`config.mk`:
```
export PLATFORM = sky130hd
export DESIGN_NAME = stepper_ramp_pulse_generator_core
export DESIGN_NICKNAME = d
export VERILOG_FILES = /design/src/srpg_pkg.sv /design/src/stepper_ramp_pulse_generator_core.sv /design/src/srpg_ramp_unit.sv
export SDC_FILE = /design/constraint.sdc
export NUM_CORES = 1
export LEC_CHECK = 0
export BUFFER_PORTS_ARGS = -buffer_cell sky130_fd_sc_hd__buf_2
export CAP_MARGIN = 25
export CORE_MARGIN = 4
export CORE_UTILIZATION = 40
export DETAILED_ROUTE_END_ITERATION = 10
export SYNTH_ARGS = -nofsm -noshare
export SYNTH_HDL_FRONTEND = slang
export SYNTH_HIERARCHICAL = 1
export SYNTH_SLANG_ARGS = --single-unit
```
`constraint.sdc`:
```
create_clock -name clk -period 5 [get_ports clk]
set_input_delay 1 -clock clk [delete_from_list [all_inputs] [get_ports clk]]
set_output_delay 1 -clock clk [all_outputs]
set_load 0.05 [all_outputs]
```
`src/srpg_pkg.sv`:
```
// Package for the stepper ramp pulse generator: field widths, reset values,
// register indexes, action codes, state types and the ramp unit request/response structs.
// No dependencies.
package srpg_pkg;

	localparam int StepsW  = 31;
	localparam int HalfW   = 32;
	localparam int RampW   = 10;
	localparam int PerW    = 16;
	localparam int MulW    = RampW + 1;
	localparam int ProdW   = 28;
	localparam int AddW    = ProdW + 1;
	localparam int CntW    = 4;
	localparam int CfgIdxW = 3;

	localparam logic [RampW-1:0] RampLengthReset  = RampW'(50);
	localparam logic [PerW-1:0]  SlowPeriodReset  = PerW'(11000);
	localparam logic [PerW-1:0]  FastPeriodReset  = PerW'(7000);
	localparam logic [PerW-1:0]  PulseWidthReset  = PerW'(1200);
	localparam logic [PerW-1:0]  StartPeriodReset = PerW'(12000);

	localparam logic [CfgIdxW-1:0] CFG_RAMP_LENGTH  = CfgIdxW'(0);
	localparam logic [CfgIdxW-1:0] CFG_SLOW_PERIOD  = CfgIdxW'(1);
	localparam logic [CfgIdxW-1:0] CFG_FAST_PERIOD  = CfgIdxW'(2);
	localparam logic [CfgIdxW-1:0] CFG_PULSE_WIDTH  = CfgIdxW'(3);
	localparam logic [CfgIdxW-1:0] CFG_START_PERIOD = CfgIdxW'(4);

	// input item action codes
	localparam logic ACT_TICK  = 1'b0;
	localparam logic ACT_START = 1'b1;

	typedef enum logic [1:0] {
		U_IDLE,
		U_DIV,
		U_MUL,
		U_FIN
	} srpg_ustate_t;

	typedef enum logic {
		T_IDLE,
		T_RAMP
	} srpg_tstate_t;

	typedef struct packed {
		logic             neg;
		logic             halve;
		logic [PerW-1:0]  dividend;
		logic [RampW-1:0] divisor;
		logic [MulW-1:0]  multiplier;
		logic [PerW-1:0]  slow;
	} srpg_req_t;

	typedef struct packed {
		logic            done;
		logic [PerW-1:0] period;
	} srpg_rsp_t;

endpackage

```
`src/stepper_ramp_pulse_generator_core.sv`:
```
// Stepper ramp pulse generator: top level with configuration registers, move
// state, result register and the ramp period unit. Depends on srpg_pkg, srpg_ramp_unit.
// Results: a result is valid the cycle after the tick's transfer; a start gives none.
// Starts, odd ticks and ticks outside the ramp are taken back to back while the result
// register is free; an even ramp tick keeps in_ready low while the shared add/subtract
// unit runs 16 divide, 11 multiply and 1 saturate steps. Reset (arst_n low, async):
// registers take reset values, the move is empty, the pin is low, no result is pending.
module stepper_ramp_pulse_generator_core import srpg_pkg::*; (
	input  logic               clk,
	input  logic               arst_n,
	input  logic               cfg_valid,
	output logic               cfg_ready,
	input  logic [CfgIdxW-1:0] cfg_index,
	input  logic [PerW-1:0]    cfg_data,
	input  logic               in_valid,
	output logic               in_ready,
	input  logic               action,
	input  logic [StepsW-1:0]  steps,
	output logic               out_valid,
	input  logic               out_ready,
	output logic [PerW-1:0]    compare_value,
	output logic               pulse_level,
	output logic               direction_released
);

	// configuration registers
	logic [RampW-1:0] ramp_length_q;
	logic [PerW-1:0]  slow_period_q, fast_period_q, pulse_width_q, start_period_q;

	// move state
	logic [HalfW-1:0] half_left_q;
	logic [RampW-1:0] accel_q;
	logic [PerW-1:0]  period_q;
	logic             pin_q;
	srpg_tstate_t     state_q, state_d;

	// ramp unit handoff
	srpg_req_t req_q, req_d;
	srpg_rsp_t rsp;
	logic      go_q;

	// result register
	logic            out_valid_q;
	logic [PerW-1:0] compare_q;
	logic            level_q, released_q;

	logic [RampW-1:0] ramp_eff, accel_new;
	logic [RampW:0]   accel_inc;
	logic             accel_run, decel_run, even, need_ramp, out_free;
	logic             tick_xfer, start_xfer, moving;
	logic [PerW-1:0]  gap;

	// a ramp length of zero acts as one
	assign ramp_eff  = (ramp_length_q == '0) ? RampW'(1) : ramp_length_q;
	// advance the acceleration count, saturating at the ramp length
	assign accel_inc = {1'b0, accel_q} + 1'b1;
	assign accel_new = (accel_inc > {1'b0, ramp_eff}) ? ramp_eff : accel_inc[RampW-1:0];
	assign accel_run = accel_new < ramp_eff;
	// deceleration overrides acceleration once fewer than 2*ramp half-steps remain
	assign decel_run = half_left_q < HalfW'({ramp_eff, 1'b0});
	assign even      = ~half_left_q[0];
	assign need_ramp = even && (accel_run || decel_run);
	assign moving    = (half_left_q != '0);
	// gap floors at zero
	assign gap       = (period_q > pulse_width_q) ? (period_q - pulse_width_q) : '0;

	assign out_free   = ~out_valid_q | out_ready;
	assign tick_xfer  = in_valid & in_ready & (action == ACT_TICK);
	assign start_xfer = in_valid & in_ready & (action == ACT_START);
	assign cfg_ready  = 1'b1;

	// the ramp step sign is carried apart so the unit works on magnitudes
	always_comb begin
		req_d.neg        = slow_period_q < fast_period_q;
		req_d.dividend   = req_d.neg ? (fast_period_q - slow_period_q)
		                             : (slow_period_q - fast_period_q);
		req_d.divisor    = ramp_eff;
		req_d.halve      = decel_run;
		req_d.multiplier = decel_run ? half_left_q[MulW-1:0] : {1'b0, accel_new};
		req_d.slow       = slow_period_q;
	end

	always_comb begin
		state_d = state_q;
		case (state_q)
			T_IDLE: if (tick_xfer && need_ramp) state_d = T_RAMP;
			T_RAMP: if (rsp.done) state_d = T_IDLE;
			default: state_d = T_IDLE;
		endcase
	end

	// hold off new items while the period update runs; a result may drain meanwhile
	always_comb begin
		case (state_q)
			T_IDLE:  in_ready = out_free;
			T_RAMP:  in_ready = 1'b0;
			default: in_ready = 1'b0;
		endcase
	end

	always_ff @(posedge clk or negedge arst_n) begin
		if (!arst_n) begin
			ramp_length_q  <= RampLengthReset;
			slow_period_q  <= SlowPeriodReset;
			fast_period_q  <= FastPeriodReset;
			pulse_width_q  <= PulseWidthReset;
			start_period_q <= StartPeriodReset;
		end else if (cfg_valid && cfg_ready) begin
			case (cfg_index)
				CFG_RAMP_LENGTH:  ramp_length_q  <= cfg_data[RampW-1:0];
				CFG_SLOW_PERIOD:  slow_period_q  <= cfg_data;
				CFG_FAST_PERIOD:  fast_period_q  <= cfg_data;
				CFG_PULSE_WIDTH:  pulse_width_q  <= cfg_data;
				CFG_START_PERIOD: start_period_q <= cfg_data;
				default: ;
			endcase
		end
	end

	always_ff @(posedge clk or negedge arst_n) begin
		if (!arst_n) begin
			half_left_q <= '0;
			accel_q     <= '0;
			period_q    <= StartPeriodReset;
			pin_q       <= 1'b0;
			state_q     <= T_IDLE;
			go_q        <= 1'b0;
			out_valid_q <= 1'b0;
		end else begin
			state_q <= state_d;
			go_q    <= tick_xfer & need_ramp;
			if (start_xfer) begin
				// load the move; the pin level is kept
				half_left_q <= {steps, 1'b0};
				period_q    <= start_period_q;
				accel_q     <= '0;
			end else if (tick_xfer) begin
				if (even) accel_q <= accel_new;
				if (moving) begin
					half_left_q <= half_left_q - 1'b1;
					pin_q       <= ~pin_q;
				end
			end
			if (rsp.done) period_q <= rsp.period;
			if (tick_xfer) begin
				out_valid_q <= 1'b1;
			end else if (out_ready) begin
				out_valid_q <= 1'b0;
			end
		end
	end

	// capture the unit request and the result payload at the tick transfer
	always_ff @(posedge clk) begin
		if (tick_xfer) begin
			req_q      <= req_d;
			compare_q  <= even ? pulse_width_q : gap;
			level_q    <= moving ? ~pin_q : pin_q;
			released_q <= ~moving;
		end
	end

	srpg_ramp_unit u_ramp (
		.clk    (clk),
		.arst_n (arst_n),
		.go     (go_q),
		.req    (req_q),
		.rsp    (rsp)
	);

	assign out_valid          = out_valid_q;
	assign compare_value      = compare_q;
	assign pulse_level        = level_q;
	assign direction_released = released_q;

endmodule

```
`src/srpg_ramp_unit.sv`:
```
// Ramp period unit: one shared add/subtract unit runs a restoring divide, a
// shift-add multiply and a final saturated add or subtract under a small sequencer.
// Depends on srpg_pkg.
module srpg_ramp_unit import srpg_pkg::*; (
	input  logic      clk,
	input  logic      arst_n,
	input  logic      go,
	input  srpg_req_t req,
	output srpg_rsp_t rsp
);

	srpg_ustate_t state_q, state_d;
	logic [CntW-1:0]  cnt_q;
	logic [RampW-1:0] rem_q;
	logic [PerW-1:0]  quo_q;
	logic [ProdW-1:0] acc_q;
	logic [PerW-1:0]  period_q;
	logic             done_q;

	logic [RampW:0]   trial;
	logic [ProdW-1:0] prod;
	logic [AddW-1:0]  op_a, op_b;
	logic             cin;
	logic [AddW:0]    sum;
	logic             ge;
	logic [PerW-1:0]  sat;

	assign trial = {rem_q, req.dividend[cnt_q]};
	// halve with truncation toward zero: done on the magnitude
	assign prod  = req.halve ? {1'b0, acc_q[ProdW-1:1]} : acc_q;

	always_comb begin
		case (state_q)
			U_DIV: begin
				op_a = AddW'(trial);
				op_b = ~AddW'(req.divisor);
				cin  = 1'b1;
			end
			U_MUL: begin
				op_a = {acc_q, 1'b0};
				op_b = req.multiplier[cnt_q] ? AddW'(quo_q) : '0;
				cin  = 1'b0;
			end
			U_FIN: begin
				op_a = AddW'(req.slow);
				op_b = req.neg ? AddW'(prod) : ~AddW'(prod);
				cin  = ~req.neg;
			end
			default: begin
				op_a = '0;
				op_b = '0;
				cin  = 1'b0;
			end
		endcase
	end

	assign sum = {1'b0, op_a} + {1'b0, op_b} + (AddW + 1)'(cin);
	assign ge  = sum[AddW];

	always_comb begin
		if (sum[AddW-1]) begin
			sat = '0;
		end else if (|sum[AddW-2:PerW]) begin
			sat = '1;
		end else begin
			sat = sum[PerW-1:0];
		end
	end

	always_comb begin
		state_d = state_q;
		case (state_q)
			U_IDLE: if (go) state_d = U_DIV;
			U_DIV:  if (cnt_q == '0) state_d = U_MUL;
			U_MUL:  if (cnt_q == '0) state_d = U_FIN;
			U_FIN:  state_d = U_IDLE;
			default: state_d = U_IDLE;
		endcase
	end

	always_ff @(posedge clk or negedge arst_n) begin
		if (!arst_n) begin
			state_q <= U_IDLE;
			done_q  <= 1'b0;
		end else begin
			state_q <= state_d;
			done_q  <= (state_q == U_FIN);
		end
	end

	always_ff @(posedge clk) begin
		case (state_q)
			U_IDLE: begin
				if (go) begin
					cnt_q <= CntW'(PerW - 1);
					rem_q <= '0;
					quo_q <= '0;
				end
			end
			U_DIV: begin
				rem_q <= ge ? sum[RampW-1:0] : trial[RampW-1:0];
				quo_q <= {quo_q[PerW-2:0], ge};
				if (cnt_q == '0) begin
					cnt_q <= CntW'(MulW - 1);
					acc_q <= '0;
				end else begin
					cnt_q <= cnt_q - 1'b1;
				end
			end
			U_MUL: begin
				acc_q <= sum[ProdW-1:0];
				cnt_q <= cnt_q - 1'b1;
			end
			U_FIN: begin
				period_q <= sat;
			end
			default: ;
		endcase
	end

	assign rsp.done   = done_q;
	assign rsp.period = period_q;

endmodule

```
* Word level (Yosys, flattened, before mapping)
Index checks and enable logic that the tools add are counted.
Operators by class: reductions and logical operators 28, add/subtract/negate cells 8, bitwise logic cells 15, $lt $le $gt $ge 6, muxes and demuxes 46, equality and inequality tests 11
Operator list (number):
- 29-bit case mux with 3 select lines | 2
- 16-bit 2-to-1 mux | 8
- 32-bit 2-to-1 mux | 3
- 10-bit 2-to-1 mux | 8
- 28-bit 2-to-1 mux | 2
- 28-bit case mux with 2 select lines | 1
- 16-bit subtractor | 3
- 32-bit by 11-bit < comparator with 1-bit output | 1
- 16-bit case mux with 2 select lines | 1
- 32-bit nonzero test | 1
- 32-bit by 1-bit subtractor with 32-bit output (second input constant) | 1
- 29-bit by 29-bit adder with 30-bit output | 1
- 30-bit by 1-bit adder with 30-bit output | 1
- 29-bit 2-to-1 mux | 1
- 10-bit inverter with 29-bit output | 1
- 28-bit inverter with 29-bit output | 1
- 2-bit AND reduction | 11
- 10-bit case mux with 2 select lines | 1
- 16-bit greater-than comparator | 1
- 16-bit < comparator | 1
- 4-bit case mux with 3 select lines | 1
- 2-bit nonzero test | 6
- 12-bit OR reduction | 1
- 10-bit by 1-bit adder with 11-bit output (second input constant) | 1
- other kinds (28) | 55
Storage, ports and cells: register bits after elaboration 286, bits of input ports 56, logic and storage cells 143

* Longest topological paths before layout
depth after elaboration 10, depth in mapped cells 21, gate-level depth less buffers 19

* Cells and area by module
Netlist, hierarchy kept.
By module, submodules not included:
- stepper_ramp_pulse_generator_core | area an instance 11802.6 µm², seq. area each 5640.4 µm², cells an instance 1175, times used 1
- srpg_ramp_unit | area an instance 6283.5 µm², seq. area each 2297.2 µm², cells an instance 658, times used 1

* Least setup slack after synthesis
OpenSTA, ideal clock, no wires.
path kind reg2reg, start point register u_ramp.cnt_q[0], end point register u_ramp.period_q[10], data pin, arrival 5.193 ns, cell stages (with the launch flop) 21, path slack -0.463 ns, clock period less this slack 5.463 ns, buffers on the path 3, library setup time 0.270 ns, path through edfxtp_1 -> clkbuf_1 -> mux4_2 -> mux2i_1 -> o22a_1 -> nor2_1 -> clkbuf_1 -> a222oi_1 -> nor2_1 -> fa_1 -> fa_1 -> a211o_1 -> a211oi_2 -> o21ba_2 -> o21ai_2 -> a21oi_2 -> xnor2_1 -> or4_4 -> nor4_4 -> buf_6 -> a21oi_1
Between the ends: cells in the longest elaborated chain, start to end 8
Ends and longest elaborated chain:
- from (decl) | line srpg_ramp_unit.sv:13 | logic [CntW-1:0] cnt_q;
- from (signal assigned) | line srpg_ramp_unit.sv:95 | cnt_q <= CntW'(PerW - 1);
- from (signal assigned) | line srpg_ramp_unit.sv:104 | cnt_q <= CntW'(MulW - 1);
- from (signal assigned) | line srpg_ramp_unit.sv:107 | cnt_q <= cnt_q - 1'b1;
- 1-bit binary-select mux with 4-bit select | line srpg_ramp_unit.sv:41 | op_b = req.multiplier[cnt_q] ? AddW'(quo_q) : '0;
- 1-bit 2-to-1 mux (implied by the code) | line srpg_ramp_unit.sv:41
- 16-bit 2-to-1 mux | line srpg_ramp_unit.sv:41
- 29-bit case mux with 3 select lines | line srpg_ramp_unit.sv:33 | case (state_q)
- 29-bit by 29-bit adder with 30-bit output (*) | line srpg_ramp_unit.sv:57 | assign sum = {1'b0, op_a} + {1'b0, op_b} + (AddW + 1)'(cin);
- 30-bit by 1-bit adder with 30-bit output (*) | line srpg_ramp_unit.sv:57
- 12-bit OR reduction | line srpg_ramp_unit.sv:63 | end else if (|sum[AddW-2:PerW]) begin
- 16-bit 2-to-1 mux | line srpg_ramp_unit.sv:63
- to (signal assigned) | line srpg_ramp_unit.sv:115 | period_q <= sat;
- to (decl) | line srpg_ramp_unit.sv:17 | logic [PerW-1:0] period_q;
Every way passes the cells marked *; elsewhere a longest branch is shown, timed or not. The select of a mux whose other input is x is not followed. A chain may end at the register's enable or synchronous reset.

* Worst setup path after layout
start point register u_ramp.cnt_q[0], end point register u_ramp.period_q[12], data pin
Same word-level chain as after synthesis.

==> impl_metrics.csv <==
group,metric,value,unit
die,dieArea,48680,sq um
setup_path,path_cells,"buf_6, mux4_2, mux2i_1, o22a_1, nor2_2, a222oi_1, nor2_1, fa_2, fa_2, a211o_1, a211oi_4, buf_4, o21ba_4, o21ai_2, a21oi_2, xnor2_1, or4_4, nor4_4, buf_4, clkbuf_16, a21oi_1",
power,ir_worst_vdd,0.3008,mV
cells_and_area,areaGrowthSynthToFinish,13.16,%
routing,ant_nets,0,
outcome,status,"complete, but fails checks",
timing,setup_viol,16,
timing,min_period,5.184,ns
timing,slew_violations,0,
setup_path,reg2reg_to,"u_ramp/period_q[12]",
timing,max_freq,192.9,MHz
synthesis,async_flop_share,48.60,%
routing,firstDrtPassIters,7,
outcome,violations,"negative setup slack",
grt,antenna_found_initial,1,
cells_and_area,multi_input_area,9358,sq um
synthesis,synth_edf_count,147,
setup_path,startpoint_type,"register",
synthesis,syn_area,18090,sq um
power,finalPower,12900,uW
clocking,clk_pin_slew,0.06,ns
setup_path,r2r-start,"u_ramp/cnt_q[0]",
synthesis,netlist_instances,1833,
min_path,hold_path.class,"input pin to async pin",
setup_path,reg2regPathDepth,21,
synthesis,yosys_warnings,6,
timing,finalHoldViolCount,0,
timing,worstMarginPinSlew,1.037,ns
synthesis,yosys_register_bits,286,
clocking,cts_root_buffer,"clkbuf_16",
cells_and_area,nets,2060,
grt,grt_pass1_vias,13940,
timing,clock_skew,0.01541,ns
timing,fin_ws,-0.1839,ns
grt,grt_pass1_wl,77950,microns
synthesis,ys_seq_area_share,43.89,%
die,rows,77,
die,core,44410,sq um
synthesis,syn_nets,2004,
setup_path,worstSetupEndpointType,"register",
cells_and_area,seq_area,7938,sq um
timing,holdWs,0.3801,ns
grt,grtUsageTotal,20.08,%
routing,viasPerCell,5.622,
routing,wirelength,49510,microns
clocking,htree_levels,2,
cells_and_area,n_fill_cell,4162,
clocking,cts_tree,"yes",
clocking,cts_sinks,286,
routing,drc_errors,0,
cells_and_area,drive_above_1_share,16.44,%
routing,via_count,14110,
power,leakagePower,0.008667,uW
die,die_x,220.6,microns
routing,initialDrtViolationCount,1124,
placed_design,gp_congestion,0.9278,
setup_path,crit_start,"u_ramp/cnt_q[0]",
timing,rsz0062_at_grt,"true",
synthesis,synthFlopType,"edfxtp_1",
grt,grt_max_degree,99,
setup_path,arrival,5.45,ns
synthesis,syn_area_per_cell,9.867,sq um
timing,period_share,103.7,%
die,fp.dieH,220.6,microns
timing,slew_headroom,30.50,%
grt,gr-total-overflow,0,
setup_path,timing_worst_setup_path_type,"register to register",
clocking,ctsHoldBuffers,0,
synthesis,synth_cell_types,86,
clocking,clk_latency,0.53,ns
clocking,numCtsBuffers,35,
setup_path,critPathCapture,"u_ramp/period_q[12]",
setup_path,max_stage_delay,0.49,ns
placed_design,io_buffers,75,
job,maxCapViolCount,0,
placed_design,post-dp-hpwl,36050,microns
power,power.density,630.3,nW/um^2
clocking,cts_buffer_depth,3,
die,start_util,40.72,%
die,ioPinCount,77,
setup_path,cp_max_fo,8,
setup_path,r2r_setup_slack,-0.18,ns
setup_path,slowest_stage,"mux4_2",
setup_path,crit_required,5.26,ns
routing,wl_per_cell,19.73,microns
==> cell usage after synthesis (all sizes together), types with 5 or more instances <==
master,count,area share (%)
o21ai,176,4.9
edfxtp,147,24
nand2,145,3.0
a21oi,130,3.6
nor2,124,2.6
inv,116,2.4
ha,110,7.6
dfrtp,103,14
clkbuf,87,1.8
mux2i,72,4.0
xnor2,65,3.1
mux2,47,2.9
and2,45,1.6
a21o,36,1.5
dfstp,36,5.2
xor2,26,1.3
nand3,24,0.66
buf,22,0.74
nor3,21,0.67
a222oi,20,1.1
nand4,20,0.69
nor2b,16,0.55
o22ai,16,0.55
a22oi,15,0.62
nand2b,15,0.52
o21a,15,0.62
a31oi,14,0.48
nor4,13,0.53
a22o,11,0.53
o211ai,10,0.42
a211oi,9,0.43
or3,9,0.35
and3,8,0.28
or2,7,0.24
mux4,6,0.75
a221o,5,0.28
fa,5,0.55
o21bai,5,0.21
o2bb2ai,5,0.24
o311ai,5,0.24
or4,5,0.25
==> routing by layer <==
| layer | share of wire, % | vias up | global-route usage [%] |
|---|---|---|---|
| met5 | 0 | - | 0 |
| met4 | 3.5 | 0 | 7.302 |
| met3 | 4.1 | 79 | 2.293 |
| met2 | 49 | 381 | 34.20 |
| met1 | 44 | 6878 | 26.53 |
| li1 | - | 6768 | - |
==> power breakdown <==
group	total (uW)	switching (uW)	leakage, uW	internal (uW)
clock network	2500	1020	0.000538	1490
registers	4090	593	0.00303	3500
logic	6300	3820	0.00510	2480
total	12900	5430	0.00867	7470
==> final cells by class <==
cell class / count / share of cell area [%]
diodes: 1 / 0.01223
clock buffers: 44 / 4.542
well taps: 592 / 3.619
repair buffers: 128 / 4.188
inverters: 118 / 2.164
clock inverters: 20 / 0.9659
multi-input cells: 1320 / 45.72
flip-flops and latches: 286 / 38.78
==> stage by stage <==
stage | std cells | cell area (sq um) | setup TNS [ns] | util, % | worst slack [ns]
3_5_place_dp | 2439 | 19180 | -0.3965 | 43.19 | -0.04306
5_1_grt | 2508 | 20460 | -5.470 | 46.07 | -0.3557
4_1_cts | 2503 | 20320 | -1.636 | 45.76 | -0.1376
3_3_place_gp | 2439 | 19180 | -0.006202 | 43.19 | -0.003469
2_1_floorplan | 1833 | 18110 | 0 | - | 0.01866
6_report | 2509 | 20470 | -2.683 | 46.08 | -0.1839
==> worst min path at each step <==
stage | from | to | slack, ns | cells after the start
finish | arst_n | half_left_q[21] | 0.38 | 1
global placement | slow_period_q[0] | req_q[0] | 0.46 | 0
floorplan | u_ramp/period_q[14] | period_q[14] | 0.43 | 2
detailed placement | u_ramp/period_q[14] | period_q[14] | 0.45 | 2
CTS | u_ramp/period_q[14] | period_q[14] | 0.48 | 2
global route | arst_n | half_left_q[23] | 0.40 | 1
==> kinds of logic after synthesis <==
kind of cell	synth area share (%)
AND/OR/NAND/NOR	12.89
AO/OA/AOI/OAI	17.98
XOR/XNOR	4.407
adder cells (fa/ha/maj)	8.163
other	0.02073
flip-flops	43.89
buffers and inverters	4.995
multiplexers	7.658
==> timing repair <==
action,in CTS,in global routing
cloned,0,1
endpoints found under the setup margin,16,18
setup buffers,0,1
pin swaps,1,1
gates resized for setup,3,12
==> layout by cell type (no fill, tap or decap), types with 46 or more instances in the layout <==
master / count
a21oi_1: 124
buf_2: 74
buf_4: 46
dfrtp_1: 103
edfxtp_1: 147
ha_1: 109
inv_1: 113
mux2_2: 47
mux2i_1: 72
nand2_1: 145
nor2_1: 123
o21ai_0: 164
xnor2_1: 65
==> sequential cells by signal, indices dropped and copies added (netlist names), 2 cells and up <==
name	flops
req_q	55
half_left_q	32
u_ramp/acc_q	28
compare_value	16
fast_period_q	16
period_q	16
pulse_width_q	16
slow_period_q	16
start_period_q	16
u_ramp/period_q	16
u_ramp/quo_q	16
accel_q	10
ramp_length_q	10
u_ramp/rem_q	10
u_ramp/cnt_q	4
u_ramp/state_q	2
==> worst max-delay path, delay by kind of cell (launching register included) <==
family,cells,cell delay (ns)
flip-flops,1,0.38
adder cells (fa/ha/maj),2,0.78
multiplexers,2,0.64
buffers and inverters,4,0.64
AO/OA/AOI/OAI,8,1.57
XOR/XNOR,1,0.09
AND/OR/NAND/NOR,4,0.84
(Power assumes the default switching activity.)
